File: src/rtl/tbpm_pkg.sv
package tbpm_pkg;

	// Fixed field widths
	localparam int unsigned STATUS_W  = 3;
	localparam int unsigned BUFIDX_W  = 6;
	localparam int unsigned DLEN_W    = 12;
	localparam int unsigned FCOUNT_W  = 7;
	localparam int unsigned CNT_W     = 32;
	localparam int unsigned FLEN_W    = 12;
	localparam int unsigned DESC_W    = 8;
	localparam int unsigned MAXLEN_W  = 11;
	localparam int unsigned APB_AW    = 3;
	localparam int unsigned APB_DW    = 32;

	// Result status codes
	localparam logic [STATUS_W-1:0] STAT_OK         = 3'd0;
	localparam logic [STATUS_W-1:0] STAT_INVALID    = 3'd1;
	localparam logic [STATUS_W-1:0] STAT_QUEUE_FULL = 3'd2;
	localparam logic [STATUS_W-1:0] STAT_IO_ERROR   = 3'd3;
	localparam logic [STATUS_W-1:0] STAT_NOT_READY  = 3'd4;

	// Item commands
	localparam logic CMD_SEND = 1'b0;
	localparam logic CMD_DONE = 1'b1;

	// Register select (paddr[2])
	localparam logic REG_DEVICE_READY = 1'b0;
	localparam logic REG_MAX_PKT_LEN  = 1'b1;

	localparam logic [MAXLEN_W-1:0] MAX_PKT_LEN_RST = 11'd1514;

	typedef enum logic [2:0] {
		ST_CLEAR = 3'b001,
		ST_IDLE  = 3'b010,
		ST_EXEC  = 3'b100
	} ctrl_state_t;

	typedef struct packed {
		logic clear;   // init sweep of both memories
		logic load;    // beat accepted: latch fields, read memories
		logic exec;    // resolve item, write back, post result
	} ctrl_cmd_t;

	typedef struct packed {
		logic clear_done;
	} dp_stat_t;

	typedef struct packed {
		logic                device_ready;
		logic [MAXLEN_W-1:0] max_pkt_len;
	} cfg_regs_t;

endpackage

File: src/rtl/tbpm_ctrl.sv
module tbpm_ctrl
	import tbpm_pkg::*;
(
	input  logic      clk,
	input  logic      arst_n,
	input  logic      start,
	output logic      busy,
	output ctrl_cmd_t cmd,
	input  dp_stat_t  stat
);

	ctrl_state_t state_q, state_d;

	always_comb begin
		state_d = state_q;
		unique case (state_q)
			ST_CLEAR: begin
				if (stat.clear_done) begin
					state_d = ST_IDLE;
				end
			end
			ST_IDLE: begin
				if (start) begin
					state_d = ST_EXEC;
				end
			end
			ST_EXEC: begin
				state_d = ST_IDLE;
			end
			default: begin
				state_d = ST_CLEAR;
			end
		endcase
	end

	always_ff @(posedge clk or negedge arst_n) begin
		if (!arst_n) begin
			state_q <= ST_CLEAR;
		end else begin
			state_q <= state_d;
		end
	end

	assign busy      = (state_q != ST_IDLE);
	assign cmd.clear = (state_q == ST_CLEAR);
	assign cmd.load  = (state_q == ST_IDLE) && start;
	assign cmd.exec  = (state_q == ST_EXEC);

endmodule

File: src/rtl/tbpm_datapath.sv
module tbpm_datapath
	import tbpm_pkg::*;
#(
	parameter int unsigned BUF_COUNT   = 64,
	parameter int unsigned QUEUE_DEPTH = 256,
	parameter int unsigned HDR_BYTES   = 10
) (
	input  logic                clk,
	input  logic                arst_n,
	input  ctrl_cmd_t           cmd,
	output dp_stat_t            stat,
	input  cfg_regs_t           cfg,
	input  logic                cmd_in,
	input  logic [FLEN_W-1:0]   pkt_len,
	input  logic [DESC_W-1:0]   desc_id,
	input  logic                ring_full,
	input  logic                copy_error,
	output logic                result_valid,
	output logic [STATUS_W-1:0] status,
	output logic [BUFIDX_W-1:0] buf_index,
	output logic [DLEN_W-1:0]   desc_length,
	output logic [FCOUNT_W-1:0] free_count,
	output logic [CNT_W-1:0]    sent_count,
	output logic [CNT_W-1:0]    done_count
);

	localparam int unsigned BW        = $clog2(BUF_COUNT);
	localparam int unsigned QW        = $clog2(QUEUE_DEPTH);
	localparam int unsigned CLR_DEPTH = (BUF_COUNT > QUEUE_DEPTH) ? BUF_COUNT : QUEUE_DEPTH;
	localparam int unsigned CW        = $clog2(CLR_DEPTH);

	// Memories
	logic [BW-1:0] free_stack [BUF_COUNT];
	logic [BW-1:0] desc_map   [QUEUE_DEPTH];

	// Control state
	logic [CW-1:0] clr_cnt_q;
	logic [BW:0]   top_q;
	logic [CNT_W-1:0] sent_q, done_q;
	logic          res_valid_q;

	// Latched item and read data
	logic                cmd_q, rfull_q, cerr_q, in_range_q;
	logic [FLEN_W-1:0]   flen_q;
	logic [QW-1:0]       desc_idx_q;
	logic [BW-1:0]       rd_stack_q;
	logic [BW-1:0]       rd_map_q;

	// Result payload
	logic [STATUS_W-1:0] status_q;
	logic [BUFIDX_W-1:0] bidx_q;
	logic [DLEN_W-1:0]   dlen_q;

	logic [QW+DESC_W-1:0] desc_wide;
	logic [BW:0]          top_m1;
	logic [BW:0]          b_done;
	logic                 is_done, not_ready, len_bad, empty, popped, post, push_ok;
	logic [STATUS_W-1:0]  status_d;
	logic [BW:0]          bidx_d;
	logic [BW+BUFIDX_W:0] bidx_wide;
	logic [BW+FCOUNT_W:0] top_wide;
	logic [DLEN_W:0]      dlen_sum;
	logic                 fs_we, dm_we;
	logic [BW-1:0]        fs_addr, fs_data;
	logic [QW-1:0]        dm_addr;
	logic [BW-1:0]        dm_data;

	assign desc_wide = {{QW{1'b0}}, desc_id};
	assign top_m1    = top_q - 1'b1;

	assign stat.clear_done = (clr_cnt_q == CW'(CLR_DEPTH - 1));

	// Item resolution
	assign is_done   = (cmd_q == CMD_DONE);
	assign b_done    = in_range_q ? {1'b0, rd_map_q} : (BW+1)'(BUF_COUNT);
	assign push_ok   = (32'(b_done) < BUF_COUNT) && (32'(top_q) < BUF_COUNT);
	assign not_ready = !cfg.device_ready;
	assign len_bad   = (flen_q == '0) || (flen_q > {1'b0, cfg.max_pkt_len});
	assign empty     = (top_q == '0);
	assign popped    = !is_done && !not_ready && !len_bad && !empty;
	assign post      = popped && !cerr_q && !rfull_q;
	assign dlen_sum  = (DLEN_W+1)'(HDR_BYTES) + {1'b0, flen_q};

	always_comb begin
		if (is_done) begin
			status_d = STAT_OK;
		end else if (not_ready) begin
			status_d = STAT_NOT_READY;
		end else if (len_bad) begin
			status_d = STAT_INVALID;
		end else if (empty) begin
			status_d = STAT_QUEUE_FULL;
		end else if (cerr_q) begin
			status_d = STAT_IO_ERROR;
		end else if (rfull_q) begin
			status_d = STAT_QUEUE_FULL;
		end else begin
			status_d = STAT_OK;
		end
	end

	always_comb begin
		if (is_done) begin
			bidx_d = b_done;
		end else if (popped) begin
			bidx_d = {1'b0, rd_stack_q};
		end else begin
			bidx_d = '0;
		end
	end

	assign bidx_wide = {{BUFIDX_W{1'b0}}, bidx_d};
	assign top_wide  = {{FCOUNT_W{1'b0}}, top_q};

	// Write ports: init sweep or item write-back.
	// A rejected pop (copy error, full ring) would rewrite the same slot, so it is skipped.
	always_comb begin
		fs_we   = 1'b0;
		fs_addr = top_q[BW-1:0];
		fs_data = b_done[BW-1:0];
		dm_we   = 1'b0;
		dm_addr = desc_idx_q;
		dm_data = rd_stack_q;
		if (cmd.clear) begin
			fs_we   = (32'(clr_cnt_q) < BUF_COUNT);
			fs_addr = clr_cnt_q[BW-1:0];
			fs_data = clr_cnt_q[BW-1:0];
			dm_we   = (32'(clr_cnt_q) < QUEUE_DEPTH);
			dm_addr = clr_cnt_q[QW-1:0];
			dm_data = '0;
		end else if (cmd.exec) begin
			fs_we = is_done && push_ok;
			dm_we = post && in_range_q;
		end
	end

	always_ff @(posedge clk) begin
		if (fs_we) begin
			free_stack[fs_addr] <= fs_data;
		end
		if (dm_we) begin
			desc_map[dm_addr] <= dm_data;
		end
		if (cmd.load) begin
			rd_stack_q <= free_stack[top_m1[BW-1:0]];
			rd_map_q   <= desc_map[desc_wide[QW-1:0]];
		end
	end

	always_ff @(posedge clk) begin
		if (cmd.load) begin
			cmd_q      <= cmd_in;
			flen_q     <= pkt_len;
			desc_idx_q <= desc_wide[QW-1:0];
			in_range_q <= (32'(desc_id) < QUEUE_DEPTH);
			rfull_q    <= ring_full;
			cerr_q     <= copy_error;
		end
		if (cmd.exec) begin
			status_q <= status_d;
			bidx_q   <= bidx_wide[BUFIDX_W-1:0];
			dlen_q   <= post ? dlen_sum[DLEN_W-1:0] : '0;
		end
	end

	always_ff @(posedge clk or negedge arst_n) begin
		if (!arst_n) begin
			clr_cnt_q   <= '0;
			top_q       <= (BW+1)'(BUF_COUNT);
			sent_q      <= '0;
			done_q      <= '0;
			res_valid_q <= 1'b0;
		end else begin
			res_valid_q <= cmd.exec;
			if (cmd.clear && !stat.clear_done) begin
				clr_cnt_q <= clr_cnt_q + 1'b1;
			end
			if (cmd.exec) begin
				if (is_done) begin
					done_q <= done_q + 1'b1;
					if (push_ok) begin
						top_q <= top_q + 1'b1;
					end
				end else if (post) begin
					top_q  <= top_m1;
					sent_q <= sent_q + 1'b1;
				end
			end
		end
	end

	assign result_valid = res_valid_q;
	assign status       = status_q;
	assign buf_index    = bidx_q;
	assign desc_length  = dlen_q;
	assign free_count   = top_wide[FCOUNT_W-1:0];
	assign sent_count   = sent_q;
	assign done_count   = done_q;

endmodule

File: src/rtl/tx_buffer_pool_manager_unit.sv
// Accept latches the item and reads memories; execute resolves it and registers result_valid.
// A new item waits until idle: busy is high for the one execute cycle after each accept.
// The per-item loop is set by the stack top: memory read at accept, resolve and write-back next.
// Reset: async, active low. After reset a sweep over max(BUF_COUNT, QUEUE_DEPTH) addresses
// initializes the free stack and descriptor map; busy stays high until it finishes.
// Results cannot be stalled: each is shown for exactly one cycle.
module tx_buffer_pool_manager_unit
	import tbpm_pkg::*;
#(
	parameter int unsigned BUF_COUNT   = 64,
	parameter int unsigned QUEUE_DEPTH = 256,
	parameter int unsigned HDR_BYTES   = 10
) (
	input  logic                clk,
	input  logic                arst_n,
	// item beat
	input  logic                start,
	output logic                busy,
	input  logic                cmd,
	input  logic [FLEN_W-1:0]   pkt_len,
	input  logic [DESC_W-1:0]   desc_id,
	input  logic                ring_full,
	input  logic                copy_error,
	// config port
	input  logic                psel,
	input  logic                penable,
	input  logic                pwrite,
	input  logic [APB_AW-1:0]   paddr,
	input  logic [APB_DW-1:0]   pwdata,
	output logic [APB_DW-1:0]   prdata,
	output logic                pready,
	// result beat
	output logic                result_valid,
	output logic [STATUS_W-1:0] status,
	output logic [BUFIDX_W-1:0] buf_index,
	output logic [DLEN_W-1:0]   desc_length,
	output logic [FCOUNT_W-1:0] free_count,
	output logic [CNT_W-1:0]    sent_count,
	output logic [CNT_W-1:0]    done_count
);

	ctrl_cmd_t ctrl_cmd;
	dp_stat_t  dp_stat;
	cfg_regs_t cfg_q;
	logic      cfg_wr;

	// Config registers: device_ready at 0x0, max_pkt_len at 0x4. Only paddr[2] selects.
	// Software must write these only while the block is idle; the block does not enforce it.
	assign pready = 1'b1;
	assign cfg_wr = psel && penable && pwrite && pready;

	always_ff @(posedge clk or negedge arst_n) begin
		if (!arst_n) begin
			cfg_q.device_ready <= 1'b0;
			cfg_q.max_pkt_len  <= MAX_PKT_LEN_RST;
		end else if (cfg_wr) begin
			unique case (paddr[2])
				REG_DEVICE_READY: begin
					cfg_q.device_ready <= pwdata[0];
				end
				REG_MAX_PKT_LEN: begin
					cfg_q.max_pkt_len <= pwdata[MAXLEN_W-1:0];
				end
				default: begin
					cfg_q <= cfg_q;
				end
			endcase
		end
	end

	// Read-back mux
	always_comb begin
		unique case (paddr[2])
			REG_DEVICE_READY: begin
				prdata = {{(APB_DW-1){1'b0}}, cfg_q.device_ready};
			end
			REG_MAX_PKT_LEN: begin
				prdata = {{(APB_DW-MAXLEN_W){1'b0}}, cfg_q.max_pkt_len};
			end
			default: begin
				prdata = '0;
			end
		endcase
	end

	// Sequencer: init sweep -> idle <-> execute
	tbpm_ctrl u_ctrl (
		.clk    (clk),
		.arst_n (arst_n),
		.start  (start),
		.busy   (busy),
		.cmd    (ctrl_cmd),
		.stat   (dp_stat)
	);

	// Free stack, descriptor map, counters and result registers
	tbpm_datapath #(
		.BUF_COUNT   (BUF_COUNT),
		.QUEUE_DEPTH (QUEUE_DEPTH),
		.HDR_BYTES   (HDR_BYTES)
	) u_dp (
		.clk          (clk),
		.arst_n       (arst_n),
		.cmd          (ctrl_cmd),
		.stat         (dp_stat),
		.cfg          (cfg_q),
		.cmd_in       (cmd),
		.pkt_len      (pkt_len),
		.desc_id      (desc_id),
		.ring_full    (ring_full),
		.copy_error   (copy_error),
		.result_valid (result_valid),
		.status       (status),
		.buf_index    (buf_index),
		.desc_length  (desc_length),
		.free_count   (free_count),
		.sent_count   (sent_count),
		.done_count   (done_count)
	);

endmodule

File: config.mk
export PLATFORM = sky130hd
export DESIGN_NAME = tx_buffer_pool_manager_unit
export DESIGN_NICKNAME = d
export VERILOG_FILES = /design/src/rtl/tbpm_pkg.sv /design/src/rtl/tbpm_ctrl.sv /design/src/rtl/tbpm_datapath.sv /design/src/rtl/tx_buffer_pool_manager_unit.sv
export SDC_FILE = /design/constraint.sdc
export NUM_CORES = 2
export LEC_CHECK = 0
export BUFFER_PORTS_ARGS = -buffer_cell sky130_fd_sc_hd__buf_4
export CAP_MARGIN = 5
export CORE_MARGIN = 2
export CORE_UTILIZATION = 35
export DETAILED_ROUTE_END_ITERATION = 12
export GPL_TIMING_DRIVEN = 0
export PLACE_DENSITY = 0.58
export SLEW_MARGIN = 20
export SYNTH_ARGS = -nofsm -noshare
export SYNTH_HDL_FRONTEND = slang
export SYNTH_SLANG_ARGS = --single-unit
File: constraint.sdc
create_clock -name clk -period 14.2 [get_ports clk]
set_clock_uncertainty 0.1 [all_clocks]
set_input_delay 2.84 -clock clk [delete_from_list [all_inputs] [get_ports clk]]
set_output_delay 2.84 -clock clk [all_outputs]
set_load 0.01 [all_outputs]
After elaboration in Yosys (flattened, before gate mapping)
Memories as Yosys holds them, arrays and structs flattened. A register that Yosys moved wholly into a read port is not among the register bits.
Index checks and enable logic that the tools add are counted.
Word-level totals
  logic and storage cells: 96
  bits in writable memories: 1920
  memories kept: 2
  output and inout bits: 127
  bits in read-only memories: 0
  bits in latches: 0
  flip-flop bits (word level): 139
Cells by class
  reduce and logical (&&, ||, !) cells: 29
  eq/ne operators: 8
  div/mod/pow operators: 0
  bitwise gates (word level): 3
  add/subtract/negate cells: 6
  shift-type cells: 0
  multipliers: 0
  $lt $le $gt $ge: 4
  muxes and demuxes: 26
Memories
  u_dp.desc_map: words 256, width 6, read ports 1, clocked after memory_dff 1, write ports 1, RTL line tbpm_datapath.sv:34  | logic [BW-1:0] desc_map [QUEUE_DEPTH];
  u_dp.free_stack: words 64, width 6, read ports 1, clocked after memory_dff 1, write ports 1, RTL line tbpm_datapath.sv:33  | logic [BW-1:0] free_stack [BUF_COUNT];
Operator list (number)
  32-bit by 1-bit adder with 32-bit output, second input constant: 2
  32-bit case mux with 2 select lines: 1
  6-bit two-way mux: 5
  7-bit two-way mux: 3
  3-bit two-way mux: 6
  4-bit by 12-bit adder with 12-bit output, first input constant: 1
  12-bit by 11-bit greater-than comparator with 1-bit output: 1
  12-bit zero test: 1
  1-bit logical AND: 11
  3-bit case mux with 3 select lines: 1
  8-bit by 1-bit adder with 8-bit output, second input constant: 1
  8-bit equality test, second input constant: 1
  8-bit by 7-bit less-than comparator with 1-bit output, second input constant: 1
  1-bit two-way mux: 8
  8-bit two-way mux: 1
  2-bit AND reduction: 4
  7-bit by 1-bit adder with 7-bit output, second input constant: 1
  7-bit zero test: 1
  6-bit by 7-bit less-than comparator with 1-bit output, second input constant: 1
  7-bit less-than comparator, second input constant: 1
  7-bit by 1-bit subtractor with 7-bit output, second input constant: 1
  1-bit zero test: 6
  2-bit != test, second input constant: 3
  3-bit AND reduction: 2
  10 further kinds: 12

Longest topological paths before layout
  depth in word-level cells: 11
  depth in mapped cells: 14
  depth with buffers taken out: 9

Hierarchy
From an unflattened synthesis, not the netlist that was laid out.
Unflattened totals
  cells, all modules: 4222
  area, all modules: 82075.0 sq um
By module, submodules not included
  tbpm_datapath: area an instance 81156.6 sq um, cells each 4144, times used 1
  tx_buffer_pool_manager_unit: area an instance 764.5 sq um, cells each 63, times used 1
  tbpm_ctrl: area an instance 153.9 sq um, cells each 15, times used 1

Worst setup path before layout
Ideal clock, no wire load.
  path kind: in2out
  start point: in paddr[2]
  end point: out prdata[10]
  buffers on the path: 1
  slack: 8052 ps
  data arrival time: 3208 ps
  stages on the path: 2
  data required time: 11260 ps
  cell sequence: clkbuf_1 and2_1
Between the ends
  word-level cells in the longest chain between the ends: 2
Ends and longest elaborated chain
  start, declared: RTL line tx_buffer_pool_manager_unit.sv:28  | input logic [APB_AW-1:0] paddr,
  1-bit inverter (no source line)
  32-bit case mux with 2 select lines *: RTL line tx_buffer_pool_manager_unit.sv:73  | unique case (paddr[2])
  end, declared: RTL line tx_buffer_pool_manager_unit.sv:30  | output logic [APB_DW-1:0] prdata,
Mark *: on every way between the ends. The rest lies on a longest branch, timed or not. The select of a mux whose other input is x is not followed.

==> results.tsv <==
metric	value	unit
core footprint	0.235	mm^2
Worst slew margin	0.0827	%
Final setup violation count	0	
clock power share	39.1	%
first-pass GRT wire length	334000	um
DR vias/cell	5.52	
RSZ-0062 raised after global routing	false	
H-tree Lvls	4	
Worst-Skew Late Latency	860	ps
Combinational Power Share	10.8	%
top-count cell post-synth	edfxtp_1	
switching power of the nets	3.51	mW
most frequent cells after synthesis	1976 x edfxtp_1, 455 x mux4_2, 426 x nor2_1	
share of cells above drive strength 1	23.9	%
synthesis-to-finish area growth	15.5	%
crit path setup slack, layout	6020	ps
Power Dens Cells	147	mW/mm^2
CP Launch Type	primary input	
cts bufs inserted	206	
FF+latch count, synth	2071	
NumNets Final	4772	
CTS tree	done	
drt initial violations	5523	
initial antenna violation count	14	
WL final	239000	um
Die Y	489	um
Worst Path Required	14520	ps
Cell Rows	178	
Crit. End Element	flop	
Initial Util	35.1	%
Worst Hold Class	reg2reg	
Final min period	8180	ps
Tcrit/Tclk final	57.6	%
final hold slack	391	ps
sw frac	25.1	%
Worst Path Arrival	8510	ps
Syn Inst Count	4285	
Yosys warnings	0	
Hold Buf Count CTS	0	
worst slack, placed	5450	ps
IO Pins	191	
vias in the first global route	43900	
Synth top area share	72.1	%
failing checks	capacitance limit	
Worst Max-Slew Pin Slew	1490	ps
Post-DRT Antenna Nets	0	
post-synth cell types	69	
Pleak	30.8	nW
reg-to-reg setup timing slack	8870	ps
Post-route DRC	0	
overall global routing resource usage	19.7	%
Root Driver	clkbuf_16	
clock-pin slew on the worst setup and hold paths	60	ps
largest net degree at the start of global routing	96	
CP Max Fanout	10	
FFs w/ async S/R, synth	4.59	%
Synth area leaders	edfxtp_1 72%, mux4_2 12%, dfrtp_1 2.6%	
R2R depth	11	
Flop pwr share	50.2	%
worst r2r src	u_dp.free_count[0]$_DFFE_PN0P_	
Setup TNS	0	ps
Seq/Total Area, Yosys	75.0	%
max-slew violations	0	
Syn Area/Cell	19.2	um^2
Cell Int Power	10.5	mW
die area	0.239	mm^2
drt first pass iters	8	
post-layout util	40.6	%
Die W	489	um
post-DP HPWL	165000	um
crit path to	u_dp.rd_map_q[3]$_DFFE_PP_	
clock sinks	2071	
Peak VDD IR	0.105	mV
area leader, netlist	edfxtp_1	
Mapped Area	0.0823	mm^2
Max clock buf depth	3	
EDFF count, synth	1976	
Max Cap Viol	1	
hold path start	u_dp.done_count[31]$_DFFE_PN0P_	
Critical R2R Capture	u_dp.rd_stack_q[1]$_DFFE_PP_	
Post-CTS Setup Bufs	0	
vias post-DR	44300	
Synth Flop Type	edfxtp_1	
# resized after CTS	0	
Max Freq	122	MHz
port buffer count	145	
drt wl/cell	29.7	um
global route overflow	0	
outcome	finished with violations	
Placer Congestion	0.913	
crit path kind	in2reg	
Hold Violations, Final	0	
Worst Setup SP	desc_id[1]	
[stage by stage]
stage,power [mW],area (um^2),instances
6_report,14.0,95100,8023
5_1_grt,14.3,95100,8019
4_1_cts,14.0,95100,8013
3_5_place_dp,8.61,88300,7631
3_3_place_gp,8.55,87400,7600
2_1_floorplan,7.89,82400,4305
[cell type report]
type | instances | area (um^2)
multi-input combinational | 1953 | 19300
fill | 20900 | 139000
clock inverter | 138 | 1370
sequential | 2071 | 61700
buffer | 240 | 1320
inverter | 41 | 154
antenna | 8 | 20.0
tap | 3150 | 3940
clock buffer | 244 | 5350
timing repair buffer | 178 | 1890
[power groups by stage]
stage	clock network, mW	logic, mW	registers [mW]
floorplan	0	0.761	7.13
global placement	0	1.38	7.17
detailed placement	0	1.48	7.13
CTS	5.52	1.48	7.00
global route	5.76	1.56	7.01
finish	5.45	1.50	7.00
[worst max-delay path, stage by stage]
cell	delay, ps
buf_4	80
buf_2	340
buf_4	410
buf_2	630
buf_2	460
buf_1	880
o21ai_0	590
a22oi_1	320
a31oi_1	240
nor4_1	1080
o2111ai_1	560
[cell families after synthesis]
group           Yosys count  share of synthesized area [%]
simple gates            855                           4.65
mux                     617                           14.5
fa+ha+maj                17                          0.258
flops                  2071                           75.0
buf+inv                 281                           1.77
other cells               2                        0.00912
xor+xnor                 87                          0.925
compound gates          355                           2.96
[layout by cell type, fill, tap and decap left out, types with 30 or more instances in the layout]
cell,Yosys,routed
mux2_2,34,34
inv_1,40,40
a21oi_1,49,49
nor2_1,426,423
nand3_1,47,47
buf_4,74,218
clkinv_2,0,44
clkbuf_1,80,109
a22oi_1,67,67
buf_2,57,60
dfrtp_1,86,86
xor2_1,34,34
edfxtp_1,1976,1976
clkbuf_16,0,208
mux2i_1,128,128
nor3_1,30,30
clkinv_1,1,56
nand2_1,183,180
xnor2_1,53,53
mux4_2,455,455
o21ai_0,75,72
a211oi_1,30,30
[layer usage]
metal / up-vias / wire length (um) / track usage [%] / share of wire, %
met3: 431 / 21100 / 4.13 / 8.8
met4: 6 / 9340 / 7.19 / 3.9
met2: 2221 / 112000 / 31.3 / 47
met5: - / 34 / 0 / 0.014
li1: 18100 / - / - / -
met1: 23500 / 95800 / 26.9 / 40
[how the worst min path moves through the flow]
| stage | to | cells after the start |
|---|---|---|
| after CTS | u_dp.done_count[31]$_DFFE_PN0P_ | 1 |
| after global placement | u_dp.done_count[31]$_DFFE_PN0P_ | 1 |
| final | u_dp.done_count[31]$_DFFE_PN0P_ | 1 |
| after detailed placement | u_dp.sent_count[31]$_DFFE_PN0P_ | 1 |
| after floorplan | cfg_q[2]$_DFFE_PN0P_ | 1 |
| after global routing | u_dp.done_count[15]$_DFFE_PN0P_ | 1 |
[state kept, by name, summed over array words and instances (netlist names)]
| signal | count |
|---|---|
| u_dp.rfull_q | 1 |
| u_dp.free_stack | 384 |
| u_dp.cmd_q | 1 |
| u_dp.rd_map_q | 6 |
| u_ctrl.state_q | 3 |
| u_dp.status | 3 |
| u_dp.rd_stack_q | 6 |
| u_dp.cerr_q | 1 |
| u_dp.free_count | 7 |
| u_dp.flen_q | 12 |
| u_dp.result_valid | 1 |
| u_dp.desc_idx_q | 8 |
| cfg_q | 12 |
| u_dp.done_count | 32 |
| u_dp.desc_map | 1536 |
| u_dp.sent_count | 32 |
| u_dp.clr_cnt_q | 8 |
| u_dp.desc_length | 12 |
| u_dp.buf_index | 6 |
(Power assumes the default switching activity.)
